===== config.mk =====
export PLATFORM = sky130hd
export DESIGN_NAME = deflate_fixed_huffman_encoder_flat
export DESIGN_NICKNAME = d
export VERILOG_FILES = /design/src/design/dfhe_pkg.sv /design/src/design/dfhe_ifs.sv /design/src/design/deflate_fixed_huffman_encoder.sv /design/src/flat_wrapper.sv
export SDC_FILE = /design/constraint.sdc
export NUM_CORES = 1
export LEC_CHECK = 0
export BUFFER_PORTS_ARGS = -buffer_cell sky130_fd_sc_hd__buf_2
export CAP_MARGIN = 20
export CORE_UTILIZATION = 45
export CTS_CLUSTER_DIAMETER = 50
export DETAILED_ROUTE_END_ITERATION = 8
export PLACE_DENSITY = 0.75
export SYNTH_ARGS = -nofsm -noshare
export SYNTH_HDL_FRONTEND = slang
export SYNTH_SLANG_ARGS = --single-unit

===== constraint.sdc =====
create_clock -name clock -period 3.11 [get_ports clock]
set_input_delay 0.1555 -clock clock [delete_from_list [all_inputs] [get_ports clock]]
set_output_delay 0.1555 -clock clock [all_outputs]
set_load 0.02 [all_outputs]

===== src/design/dfhe_pkg.sv =====
// Package: shared types, code tables and constants of the fixed-Huffman encoder.
`timescale 1ns / 1ps
`default_nettype none

package dfhe_pkg;

   // Item kinds
   typedef enum logic [1:0] {
      FUNC_LITERAL = 2'd0,
      FUNC_PAIR    = 2'd1,
      FUNC_START   = 2'd2,
      FUNC_END     = 2'd3
   } func_type;

   localparam int LEN_SYMS  = 29;
   localparam int DIST_SYMS = 30;

   // Length and distance range bounds
   localparam logic [8:0]  LEN_MIN  = 9'd3;
   localparam logic [8:0]  LEN_MAX  = 9'd258;
   localparam logic [15:0] DIST_MIN = 16'd1;
   localparam logic [15:0] DIST_MAX = 16'd32768;

   // Literals below this value use the 8-bit code
   localparam logic [7:0] LIT_SPLIT    = 8'd144;
   localparam logic [7:0] LIT_OFFSET   = 8'd48;
   // Length symbols up to this index use the 7-bit code (symbol 279)
   localparam logic [4:0] LSYM_SPLIT   = 5'd22;
   // 8-bit length code is index - 23 + 192
   localparam logic [7:0] LSYM_OFFSET8 = 8'd169;

   // Stream start: zlib header 0x78 0x5E, BFINAL=1, BTYPE=01
   localparam logic [30:0] START_BITS = 31'h0003_5E78;
   localparam logic [4:0]  START_LEN  = 5'd19;
   // End of block: symbol 256, seven zero bits
   localparam logic [4:0]  EOB_LEN    = 5'd7;

   localparam logic [8:0] LEN_BASE [LEN_SYMS] = '{
      9'd3,   9'd4,   9'd5,   9'd6,   9'd7,   9'd8,   9'd9,   9'd10,
      9'd11,  9'd13,  9'd15,  9'd17,  9'd19,  9'd23,  9'd27,  9'd31,
      9'd35,  9'd43,  9'd51,  9'd59,  9'd67,  9'd83,  9'd99,  9'd115,
      9'd131, 9'd163, 9'd195, 9'd227, 9'd258
   };
   localparam logic [2:0] LEN_EXTRA [LEN_SYMS] = '{
      3'd0, 3'd0, 3'd0, 3'd0, 3'd0, 3'd0, 3'd0, 3'd0,
      3'd1, 3'd1, 3'd1, 3'd1, 3'd2, 3'd2, 3'd2, 3'd2,
      3'd3, 3'd3, 3'd3, 3'd3, 3'd4, 3'd4, 3'd4, 3'd4,
      3'd5, 3'd5, 3'd5, 3'd5, 3'd0
   };
   localparam logic [15:0] DIST_BASE [DIST_SYMS] = '{
      16'd1,     16'd2,     16'd3,     16'd4,     16'd5,     16'd7,
      16'd9,     16'd13,    16'd17,    16'd25,    16'd33,    16'd49,
      16'd65,    16'd97,    16'd129,   16'd193,   16'd257,   16'd385,
      16'd513,   16'd769,   16'd1025,  16'd1537,  16'd2049,  16'd3073,
      16'd4097,  16'd6145,  16'd8193,  16'd12289, 16'd16385, 16'd24577
   };
   localparam logic [3:0] DIST_EXTRA [DIST_SYMS] = '{
      4'd0,  4'd0,  4'd0,  4'd0,  4'd1,  4'd1,  4'd2,  4'd2,
      4'd3,  4'd3,  4'd4,  4'd4,  4'd5,  4'd5,  4'd6,  4'd6,
      4'd7,  4'd7,  4'd8,  4'd8,  4'd9,  4'd9,  4'd10, 4'd10,
      4'd11, 4'd11, 4'd12, 4'd12, 4'd13, 4'd13
   };

   // Stage 1 -> 2: clamped fields and symbol indexes
   typedef struct packed {
      func_type    func;
      logic [7:0]  literal_byte;
      logic [8:0]  len;
      logic [15:0] distance;
      logic [4:0]  lsym;
      logic [4:0]  dsym;
   } sym_type;

   // Stage 2 -> 3: code pieces, each with its bit count but the fixed 5-bit distance code
   typedef struct packed {
      func_type    func;
      logic [8:0]  code;
      logic [3:0]  code_n;
      logic [4:0]  lext;
      logic [2:0]  lext_n;
      logic [4:0]  dcode;
      logic [12:0] dext;
      logic [3:0]  dext_n;
   } piece_type;

endpackage

`default_nettype wire


===== src/design/dfhe_ifs.sv =====
// Interfaces: request and response channels of the fixed-Huffman encoder.
`timescale 1ns / 1ps
`default_nettype none

interface dfhe_req_if;
   logic        valid;
   logic        ready;
   logic [1:0]  func;
   logic [7:0]  literal_byte;
   logic [8:0]  match_length;
   logic [15:0] match_distance;

   modport source (output valid, output func, output literal_byte,
                   output match_length, output match_distance, input ready);
   modport sink   (input valid, input func, input literal_byte,
                   input match_length, input match_distance, output ready);
endinterface

interface dfhe_rsp_if;
   logic        valid;
   logic        ready;
   logic [30:0] chunk_bits;
   logic [4:0]  chunk_length;

   modport source (output valid, output chunk_bits, output chunk_length, input ready);
   modport sink   (input valid, input chunk_bits, input chunk_length, output ready);
endinterface

`default_nettype wire


===== src/design/deflate_fixed_huffman_encoder.sv =====
// Top level: three-stage DEFLATE fixed-Huffman symbol encoder.
// The encoder takes one symbol transaction per cycle unless the output stalls and
// returns one bit chunk (first bit in bit 0) from the stage 3 register. Stage 1
// clamps the match fields and finds the length and distance symbols, stage 2 forms
// the Huffman codes and extra-bit values, stage 3 packs them into the chunk and is
// the output register. Each stage advances when it is empty or the stage after it
// moves, so a stall on the response side backs up one stage at a time and req_if
// drops ready only once all three stages hold data.
`timescale 1ns / 1ps
`default_nettype none

module deflate_fixed_huffman_encoder (
   input  wire logic  clock,
   input  wire logic  reset,
   dfhe_req_if.sink   req_if,
   dfhe_rsp_if.source rsp_if
);

   // Pipeline control
   logic s1_valid_ff, s1_valid_in;
   logic s2_valid_ff, s2_valid_in;
   logic s3_valid_ff, s3_valid_in;
   logic s1_en, s2_en, s3_en;

   assign s3_en = !s3_valid_ff || rsp_if.ready;
   assign s2_en = !s2_valid_ff || s3_en;
   assign s1_en = !s1_valid_ff || s2_en;
   assign req_if.ready = s1_en;

   assign s1_valid_in = s1_en ? req_if.valid : s1_valid_ff;
   assign s2_valid_in = s2_en ? s1_valid_ff  : s2_valid_ff;
   assign s3_valid_in = s3_en ? s2_valid_ff  : s3_valid_ff;

   always_ff @(posedge clock) begin
      if (reset) begin
         s1_valid_ff <= 1'b0;
         s2_valid_ff <= 1'b0;
         s3_valid_ff <= 1'b0;
      end else begin
         s1_valid_ff <= s1_valid_in;
         s2_valid_ff <= s2_valid_in;
         s3_valid_ff <= s3_valid_in;
      end
   end

   // Stage 1: clamp and symbol search
   dfhe_pkg::sym_type s1_ff, s1_in;
   logic [8:0]  len_c;
   logic [15:0] dist_c;

   always_comb begin
      len_c = req_if.match_length;
      if (len_c < dfhe_pkg::LEN_MIN) len_c = dfhe_pkg::LEN_MIN;
      if (len_c > dfhe_pkg::LEN_MAX) len_c = dfhe_pkg::LEN_MAX;
      dist_c = req_if.match_distance;
      if (dist_c < dfhe_pkg::DIST_MIN) dist_c = dfhe_pkg::DIST_MIN;
      if (dist_c > dfhe_pkg::DIST_MAX) dist_c = dfhe_pkg::DIST_MAX;

      s1_in.func         = dfhe_pkg::func_type'(req_if.func);
      s1_in.literal_byte = req_if.literal_byte;
      s1_in.len          = len_c;
      s1_in.distance     = dist_c;
      s1_in.lsym         = '0;
      s1_in.dsym         = '0;
      // Highest table entry whose base does not exceed the value
      for (int i = 1; i < dfhe_pkg::LEN_SYMS; i++) begin
         if (dfhe_pkg::LEN_BASE[i] <= len_c) s1_in.lsym = 5'(i);
      end
      for (int j = 1; j < dfhe_pkg::DIST_SYMS; j++) begin
         if (dfhe_pkg::DIST_BASE[j] <= dist_c) s1_in.dsym = 5'(j);
      end
   end

   always_ff @(posedge clock) begin
      if (s1_en) s1_ff <= s1_in;
   end

   // Stage 2: Huffman codes and extra-bit values
   dfhe_pkg::piece_type s2_ff, s2_in;
   logic [7:0]  lit8;
   logic [7:0]  lit8_r;
   logic [8:0]  lit9;
   logic [6:0]  lcode7;
   logic [6:0]  lcode7_r;
   logic [7:0]  lcode8;
   logic [7:0]  lcode8_r;
   logic [8:0]  ldiff;
   logic [15:0] ddiff;

   always_comb begin
      lit8     = s1_ff.literal_byte + dfhe_pkg::LIT_OFFSET;
      lit9     = {1'b1, s1_ff.literal_byte};
      lcode7   = 7'({2'b00, s1_ff.lsym} + 7'd1);
      lcode8   = {3'b000, s1_ff.lsym} + dfhe_pkg::LSYM_OFFSET8;
      lit8_r   = {<<{lit8}};
      lcode7_r = {<<{lcode7}};
      lcode8_r = {<<{lcode8}};
      ldiff    = s1_ff.len  - dfhe_pkg::LEN_BASE[s1_ff.lsym];
      ddiff    = s1_ff.distance - dfhe_pkg::DIST_BASE[s1_ff.dsym];

      s2_in.func   = s1_ff.func;
      s2_in.code   = '0;
      s2_in.code_n = '0;
      s2_in.lext   = ldiff[4:0];
      s2_in.lext_n = dfhe_pkg::LEN_EXTRA[s1_ff.lsym];
      s2_in.dcode  = {<<{s1_ff.dsym}};
      s2_in.dext   = ddiff[12:0];
      s2_in.dext_n = dfhe_pkg::DIST_EXTRA[s1_ff.dsym];
      case (s1_ff.func)
         dfhe_pkg::FUNC_LITERAL: begin
            if (s1_ff.literal_byte < dfhe_pkg::LIT_SPLIT) begin
               s2_in.code   = {1'b0, lit8_r};
               s2_in.code_n = 4'd8;
            end else begin
               s2_in.code   = {<<{lit9}};
               s2_in.code_n = 4'd9;
            end
         end
         dfhe_pkg::FUNC_PAIR: begin
            if (s1_ff.lsym <= dfhe_pkg::LSYM_SPLIT) begin
               s2_in.code   = {2'b00, lcode7_r};
               s2_in.code_n = 4'd7;
            end else begin
               s2_in.code   = {1'b0, lcode8_r};
               s2_in.code_n = 4'd8;
            end
         end
         default: begin
         end
      endcase
   end

   always_ff @(posedge clock) begin
      if (s2_en) s2_ff <= s2_in;
   end

   // Stage 3: pack pieces into the output chunk
   logic [30:0] bits_ff, bits_in;
   logic [4:0]  blen_ff, blen_in;
   logic [4:0]  pos_l, pos_d, pos_x;
   logic [5:0]  pos_end;

   always_comb begin
      pos_l   = {1'b0, s2_ff.code_n};
      pos_d   = pos_l + {2'b00, s2_ff.lext_n};
      pos_x   = pos_d + 5'd5;
      pos_end = {1'b0, pos_x} + {2'b00, s2_ff.dext_n};
      bits_in = '0;
      blen_in = '0;
      case (s2_ff.func)
         dfhe_pkg::FUNC_LITERAL: begin
            bits_in = {22'd0, s2_ff.code};
            blen_in = {1'b0, s2_ff.code_n};
         end
         dfhe_pkg::FUNC_PAIR: begin
            bits_in = {22'd0, s2_ff.code}
                    | ({26'd0, s2_ff.lext}  << pos_l)
                    | ({26'd0, s2_ff.dcode} << pos_d)
                    | ({18'd0, s2_ff.dext}  << pos_x);
            blen_in = pos_end[4:0];
         end
         dfhe_pkg::FUNC_START: begin
            bits_in = dfhe_pkg::START_BITS;
            blen_in = dfhe_pkg::START_LEN;
         end
         default: begin
            bits_in = '0;
            blen_in = dfhe_pkg::EOB_LEN;
         end
      endcase
   end

   always_ff @(posedge clock) begin
      if (s3_en) begin
         bits_ff <= bits_in;
         blen_ff <= blen_in;
      end
   end

   assign rsp_if.valid        = s3_valid_ff;
   assign rsp_if.chunk_bits   = bits_ff;
   assign rsp_if.chunk_length = blen_ff;

endmodule

`default_nettype wire


===== src/flat_wrapper.sv =====
// flat-port wrapper written by rule: the top's interface ports become plain ports
module deflate_fixed_huffman_encoder_flat 
  (clock, reset, req_if_valid, req_if_func, req_if_literal_byte, req_if_match_length, req_if_match_distance, req_if_ready, rsp_if_valid, rsp_if_chunk_bits, rsp_if_chunk_length, rsp_if_ready);
  dfhe_req_if req_if_i ();
  dfhe_rsp_if rsp_if_i ();
  input  wire logic clock;
  input  wire logic reset;
  input wire logic [$bits(req_if_i.valid)-1:0] req_if_valid;
  input wire logic [$bits(req_if_i.func)-1:0] req_if_func;
  input wire logic [$bits(req_if_i.literal_byte)-1:0] req_if_literal_byte;
  input wire logic [$bits(req_if_i.match_length)-1:0] req_if_match_length;
  input wire logic [$bits(req_if_i.match_distance)-1:0] req_if_match_distance;
  output wire logic [$bits(req_if_i.ready)-1:0] req_if_ready;
  output wire logic [$bits(rsp_if_i.valid)-1:0] rsp_if_valid;
  output wire logic [$bits(rsp_if_i.chunk_bits)-1:0] rsp_if_chunk_bits;
  output wire logic [$bits(rsp_if_i.chunk_length)-1:0] rsp_if_chunk_length;
  input wire logic [$bits(rsp_if_i.ready)-1:0] rsp_if_ready;
  assign req_if_i.valid = req_if_valid;
  assign req_if_i.func = req_if_func;
  assign req_if_i.literal_byte = req_if_literal_byte;
  assign req_if_i.match_length = req_if_match_length;
  assign req_if_i.match_distance = req_if_match_distance;
  assign req_if_ready = req_if_i.ready;
  assign rsp_if_valid = rsp_if_i.valid;
  assign rsp_if_chunk_bits = rsp_if_i.chunk_bits;
  assign rsp_if_chunk_length = rsp_if_i.chunk_length;
  assign rsp_if_i.ready = rsp_if_ready;
  deflate_fixed_huffman_encoder u_core (.clock(clock), .reset(reset), .req_if(req_if_i), .rsp_if(rsp_if_i));
endmodule

* After elaboration in Yosys (flattened, before gate mapping)
Memories as Yosys holds them, arrays and structs flattened. A register that Yosys moved wholly into a read port is not among the register bits. Cells that the tools add are included.
Storage, ports and cells: flip-flop bits (word level) 115, latch bits 0, RAM bits 0, ROM bits 1024, input bits 39, memories kept 4
Operators by class: $add $sub $neg 8, $mul 0, div/mod/pow operators 0, order comparisons 65, eq/ne operators 3, shift-type cells 3, muxes and demuxes 68, bitwise operators 5, reductions and logical operators 13
Memory list:
- (name not given) | words 32, bits a word 16, read ports 1, clocked after Yosys merged registers in 0, write ports 0, line deflate_fixed_huffman_encoder.sv:99 | ddiff = s1_ff.distance - dfhe_pkg::DIST_BASE[s1_ff.dsym];
- (name not given) | words 32, bits a word 9, read ports 1, clocked after Yosys merged registers in 0, write ports 0, line deflate_fixed_huffman_encoder.sv:98 | ldiff = s1_ff.len - dfhe_pkg::LEN_BASE[s1_ff.lsym];
- (name not given) | words 32, bits a word 4, read ports 1, clocked after Yosys merged registers in 1, write ports 0, line deflate_fixed_huffman_encoder.sv:108 | s2_in.dext_n = dfhe_pkg::DIST_EXTRA[s1_ff.dsym];
- (name not given) | words 32, bits a word 3, read ports 1, clocked after Yosys merged registers in 1, write ports 0, line deflate_fixed_huffman_encoder.sv:105 | s2_in.lext_n = dfhe_pkg::LEN_EXTRA[s1_ff.lsym];
Operators with widths (number):
- $mux W4 | 32
- $pmux W31 S3 | 1
- $or A31 B31 Y31 | 2
- $le A4 B9 Y1 const A | 6
- $le A3 B16 Y1 const A | 3
- $mux W3 | 16
- $le A5 B9 Y1 const A | 5
- $mux W13 | 3
- $le A3 B9 Y1 const A | 4
- $le A6 B9 Y1 const A | 4
- $le A7 B9 Y1 const A | 4
- $le A8 B9 Y1 const A | 4
- $le A10 B16 Y1 const A | 2
- $le A11 B16 Y1 const A | 2
- $le A12 B16 Y1 const A | 2
- $le A13 B16 Y1 const A | 2
- $le A14 B16 Y1 const A | 2
- $le A15 B16 Y1 const A | 2
- $le A2 B16 Y1 const A | 2
- $le A4 B16 Y1 const A | 2
- $le A5 B16 Y1 const A | 2
- $le A6 B16 Y1 const A | 2
- $le A7 B16 Y1 const A | 2
- $le A8 B16 Y1 const A | 2
- 40 further kinds | 57

* Logic depth before layout (Yosys ltp)
word-level depth 33, depth in mapped cells 15, gate-level depth less buffers 15

* Worst setup path after synthesis
Ideal clock, no wire load.
kind reg2reg, start register u_core.s2_ff, in the netlist u_core.pos_l[0], end register u_core.blen_ff[4], in the netlist u_core.rsp_if.chunk_length[4], data pin, arrival 3.166 ns, required time 2.840 ns, setup slack -0.327 ns, stages on the path, launching flop included 13, buffers on the path 2, clock period less this slack 3.437 ns, path through edfxtp_1 > ha_1 > fa_1 > clkbuf_1 > xnor2_1 > xnor2_1 > inv_1 > buf_1 > ha_1 > a21o_1 > a21oi_1 > xnor2_1 > o21ai_0
Between the ends: cells in the longest elaborated chain, start to end 4
Ends and longest elaborated chain:
- start, declared | line deflate_fixed_huffman_encoder.sv:79 | dfhe_pkg::piece_type s2_ff, s2_in;
- start signal, assigned | line deflate_fixed_huffman_encoder.sv:134 | if (s2_en) s2_ff <= s2_in;
- $add A4 B3 Y5 | line deflate_fixed_huffman_encoder.sv:145 | pos_d = pos_l + {2'b00, s2_ff.lext_n};
- $add A5 B3 Y5 | line deflate_fixed_huffman_encoder.sv:146 | pos_x = pos_d + 5'd5;
- $add A5 B4 Y5 | line deflate_fixed_huffman_encoder.sv:147 | pos_end = {1'b0, pos_x} + {2'b00, s2_ff.dext_n};
- $pmux W5 S3 | line deflate_fixed_huffman_encoder.sv:150 | case (s2_ff.func)
- named net u_core.blen_in[4] | line deflate_fixed_huffman_encoder.sv:139 | logic [4:0] blen_ff, blen_in;
- end signal, assigned | line deflate_fixed_huffman_encoder.sv:176 | blen_ff <= blen_in;
- end, declared | line deflate_fixed_huffman_encoder.sv:139
The timed path passes the listed nets, and every way through them passes these cells. A chain may end at the register's enable or synchronous reset.

* Worst setup path after layout
start register u_core.s2_ff, in the netlist u_core.pos_l[0], end register u_core.bits_ff[8], in the netlist u_core.rsp_if.chunk_bits[8], data pin
Between the ends: cells in the longest elaborated chain, start to end 5, elaborated cells between the ends (all ways) 9, classes of those cells 2 x add/sub; 3 x shift; 1 x mux; 3 x bitwise
Ends and longest elaborated chain:
- $add A4 B3 Y5 / $shl A5 B4 Y31 (equally long branches) | line deflate_fixed_huffman_encoder.sv:145, deflate_fixed_huffman_encoder.sv:157
- $add A5 B3 Y5 (tied with other cells) | line deflate_fixed_huffman_encoder.sv:146
- $shl A13 B5 Y31 / $or A31 B31 Y31 (equally long branches) | line deflate_fixed_huffman_encoder.sv:159, deflate_fixed_huffman_encoder.sv:158
- $or A31 B31 Y31 * | line deflate_fixed_huffman_encoder.sv:159 | | ({18'd0, s2_ff.dext} << pos_x);
- $pmux W31 S3 * | line deflate_fixed_huffman_encoder.sv:150
- named net u_core.bits_in[8] | line deflate_fixed_huffman_encoder.sv:138 | logic [30:0] bits_ff, bits_in;
- end signal, assigned | line deflate_fixed_huffman_encoder.sv:175 | bits_ff <= bits_in;
- end, declared | line deflate_fixed_huffman_encoder.sv:138
Mark *: on every way through the listed nets, which the timed path passes. The rest lies on a longest branch.

==> impl_metrics.json <==
{
  "first_global_vias": 7243,
  "yosys_warnings": 0,
  "required_ps": 3270,
  "grt_pass1_wl_um": 36600,
  "start_util": 0.461,
  "end_kind": "flip-flop",
  "grt_max_degree": 45,
  "synth_edf_count": 118,
  "grt-ovfl-total": 0,
  "final_cell_mix": "edfxtp_1 (118), nor2_1 (95), a21oi_1 (87)",
  "synth-seq-cells": 121,
  "place_area_mm2": 0.00971,
  "rows": 50,
  "synthCells": 948,
  "port_buffers": 76,
  "synth_ff_type": "edfxtp_1",
  "async_flop_share": 0,
  "start_kind": "flip-flop",
  "core_region_area_mm2": 0.0188,
  "power.density_mw_per_mm2": 573,
  "detail-route-antenna-nets": 0,
  "wl_um": 23000,
  "crit_slowest_cell": "fa_2",
  "cts_root_buf": "clkbuf_16",
  "power_mw": 6.06,
  "diodes": 0,
  "routedWlPerCell_um": 17.0,
  "routed_via_density": 5.85,
  "drv_cap": 0,
  "path_clk_slew_ps": 60,
  "dp_slack_ps": 0.397,
  "grt_antenna_before_repair": 0,
  "route.detailed.drc": 0,
  "dp.final_hpwl_um": 17300,
  "grtUsageTotal": 0.235,
  "place.gp.congestion": 0.962,
  "die_w_um": 141,
  "yosysSeqAreaShare": 0.415,
  "first_iter_violations": 662,
  "die_h_um": 141,
  "drv_slew": 0,
  "finalNetCount": 1163,
  "setup_ws_ps": 75.8,
  "ios": 77,
  "slowest_delay_ps": 570,
  "finalInstanceArea_mm2": 0.0106,
  "finalHoldViolCount": 0,
  "crit_family": "adder cells",
  "cts_tree": "done",
  "cts_sinks": 121,
  "skew_ps": 6.48,
  "fp.dieArea_mm2": 0.0198,
  "relSlewSlack": 0.458,
  "vias": 7900,
  "vdd_drop_max_mv": 0.534,
  "status": "complete, no violations",
  "cp_num_buf_inv": 1,
  "synth_nets": 1031,
  "cp_max_fo": 7,
  "drive_gt1_frac": 0.208,
  "area_growth_pct": 21.8,
  "cts_buffers": 17,
  "min_path_type": "in -> reg",
  "finalWorstPathRequiredPeriod_ps": 3030,
  "worst_pin_slew_ps": 811,
  "first_pass_iters": 5,
  "cp_data_arrival_time_ps": 3200,
  "whs_ps": 17.0,
  "worstPathCellList": "ha_2, fa_2, buf_4, mux2i_2, mux2i_1, nand3_1, nand2_1, a211o_1, a21oi_1, nor3_1",
  "worstSetupPathType": "reg -> reg",
  "clk_path_buf_depth": 2,
  "finalSetupViolCount": 0,
  "synth.distinct_cells": 72,
  "cts.htree.levels": 4,
  "synth_area_per_cell_um2": 9.16,
  "insertion_delay_ps": 430,
  "fmax_mhz": 330,
  "fillers": 1672,
  "netlist_area_mm2": 0.00868,
  "p_leak_nw": 4.29,
  "final_common_cell": "edfxtp_1",
  "fin_crit_sh": 0.976
}
==> through the flow <==
stage / instances / util / TNS [ps]
4_1_cts: 1345 / 0.552 / 0
5_1_grt: 1351 / 0.561 / -146
6_report: 1351 / 0.561 / 0
3_5_place_dp: 1302 / 0.516 / 0
3_3_place_gp: 1302 / 0.516 / 0
2_1_floorplan: 948 / - / -59.0
==> state kept, by name, summed over array words and instances, names as in the netlist, 3 cells and up <==
signal and cells:
u_core.s1_ff 30, u_core.s2_ff 41, u_core.pos_l 3, u_core.rsp_if.chunk_bits 31
u_core.rsp_if.chunk_length 5, u_core.lit9 8
==> per-layer routing <==
layer | routed length [µm] | vias up | GRT usage
met5 | 0 | - | 0
met4 | 854 | 0 | 0.115
met3 | 1430 | 67 | 0.0401
met2 | 10900 | 348 | 0.386
met1 | 9830 | 3664 | 0.301
li1 | - | 3821 | -
==> synth_stat cells (all sizes together), types with 3 or more instances <==
library cell | count | area share
o211ai | 8 | 0.0069
a22oi | 6 | 0.0052
a21boi | 6 | 0.0052
a211o | 6 | 0.0061
fa | 4 | 0.0092
a211oi | 14 | 0.013
clkbuf | 42 | 0.018
a32oi | 3 | 0.0030
o21ai | 60 | 0.035
o32ai | 3 | 0.0030
nor2b | 23 | 0.017
mux2 | 10 | 0.013
inv | 44 | 0.019
or2 | 6 | 0.0043
or4 | 6 | 0.0056
nor3 | 22 | 0.013
o22ai | 14 | 0.010
nand2 | 84 | 0.036
mux2i | 34 | 0.039
nand3 | 26 | 0.015
a31oi | 15 | 0.011
nand2b | 13 | 0.0094
xor2 | 9 | 0.0091
or3 | 12 | 0.0086
and3 | 5 | 0.0036
nor4 | 10 | 0.0072
xnor2 | 18 | 0.018
buf | 6 | 0.0027
o21a | 3 | 0.0026
a21o | 21 | 0.018
o31ai | 5 | 0.0043
a21oi | 89 | 0.051
ha | 40 | 0.058
dfxtp | 3 | 0.0069
o31a | 4 | 0.0040
nand4 | 5 | 0.0036
a221oi | 12 | 0.012
edfxtp | 118 | 0.41
nor2 | 98 | 0.042
and2 | 5 | 0.0036
==> worst paths after layout <==
kind,from,to,slack [ps],depth (start not counted)
setup / recovery,u_core.pos_l[0]$_DFFE_PP_,u_core.rsp_if.chunk_bits[8]$_DFFE_PP_,80,10
hold / removal,rsp_if_ready,u_core.rsp_if.valid$_SDFFE_PP0P_,20,4
setup reg to reg,u_core.pos_l[0]$_DFFE_PP_,u_core.rsp_if.chunk_bits[8]$_DFFE_PP_,80,10
hold reg to reg,u_core.s2_valid_ff$_SDFFE_PP0P_,u_core.rsp_if.valid$_SDFFE_PP0P_,480,2
==> worst reg2reg max path, stage by stage, from the launching register on <==
cell and delay [ps]:
edfxtp_1 420, ha_2 220, fa_2 570, buf_4 180, mux2i_2 240, mux2i_1 190, nand3_1 130, nand2_1 110
a211o_1 350, a21oi_1 240, nor3_1 110
==> power by group <==
group          internal (mW)  switching [mW]
clock                   1.16           0.715
sequential              2.00           0.106
combinational          0.860            1.22
==> kinds of logic after synthesis <==
family,after synthesis,share of synthesized area
AND/OR/NAND/NOR,322,0.176
AO/OA/AOI/OAI,294,0.217
flip-flops,121,0.415
buffers and inverters,94,0.0409
multiplexers,46,0.0574
adder cells (fa/ha/maj),44,0.0669
XOR/XNOR,27,0.0272
==> final cells by class <==
type / count / area (µm²) / area share
Multi-Input combinational cell: 733 / 4860 / 0.460
Clock inverter: 13 / 130 / 0.0123
Tap cell: 260 / 325 / 0.0308
Inverter: 46 / 173 / 0.0163
Sequential cell: 121 / 3600 / 0.341
Timing Repair Buffer: 161 / 1050 / 0.0992
Clock buffer: 17 / 425 / 0.0403
==> repair_timing <==
item,in CTS,in global routing
hold buffers,12,0
setup buffers,1,6
resized for setup,1,31
pin swaps,0,1
setup endpoints to repair,3,34
endpoints found under the hold margin,13,0
cloned,0,0
(Power assumes the default switching activity.)
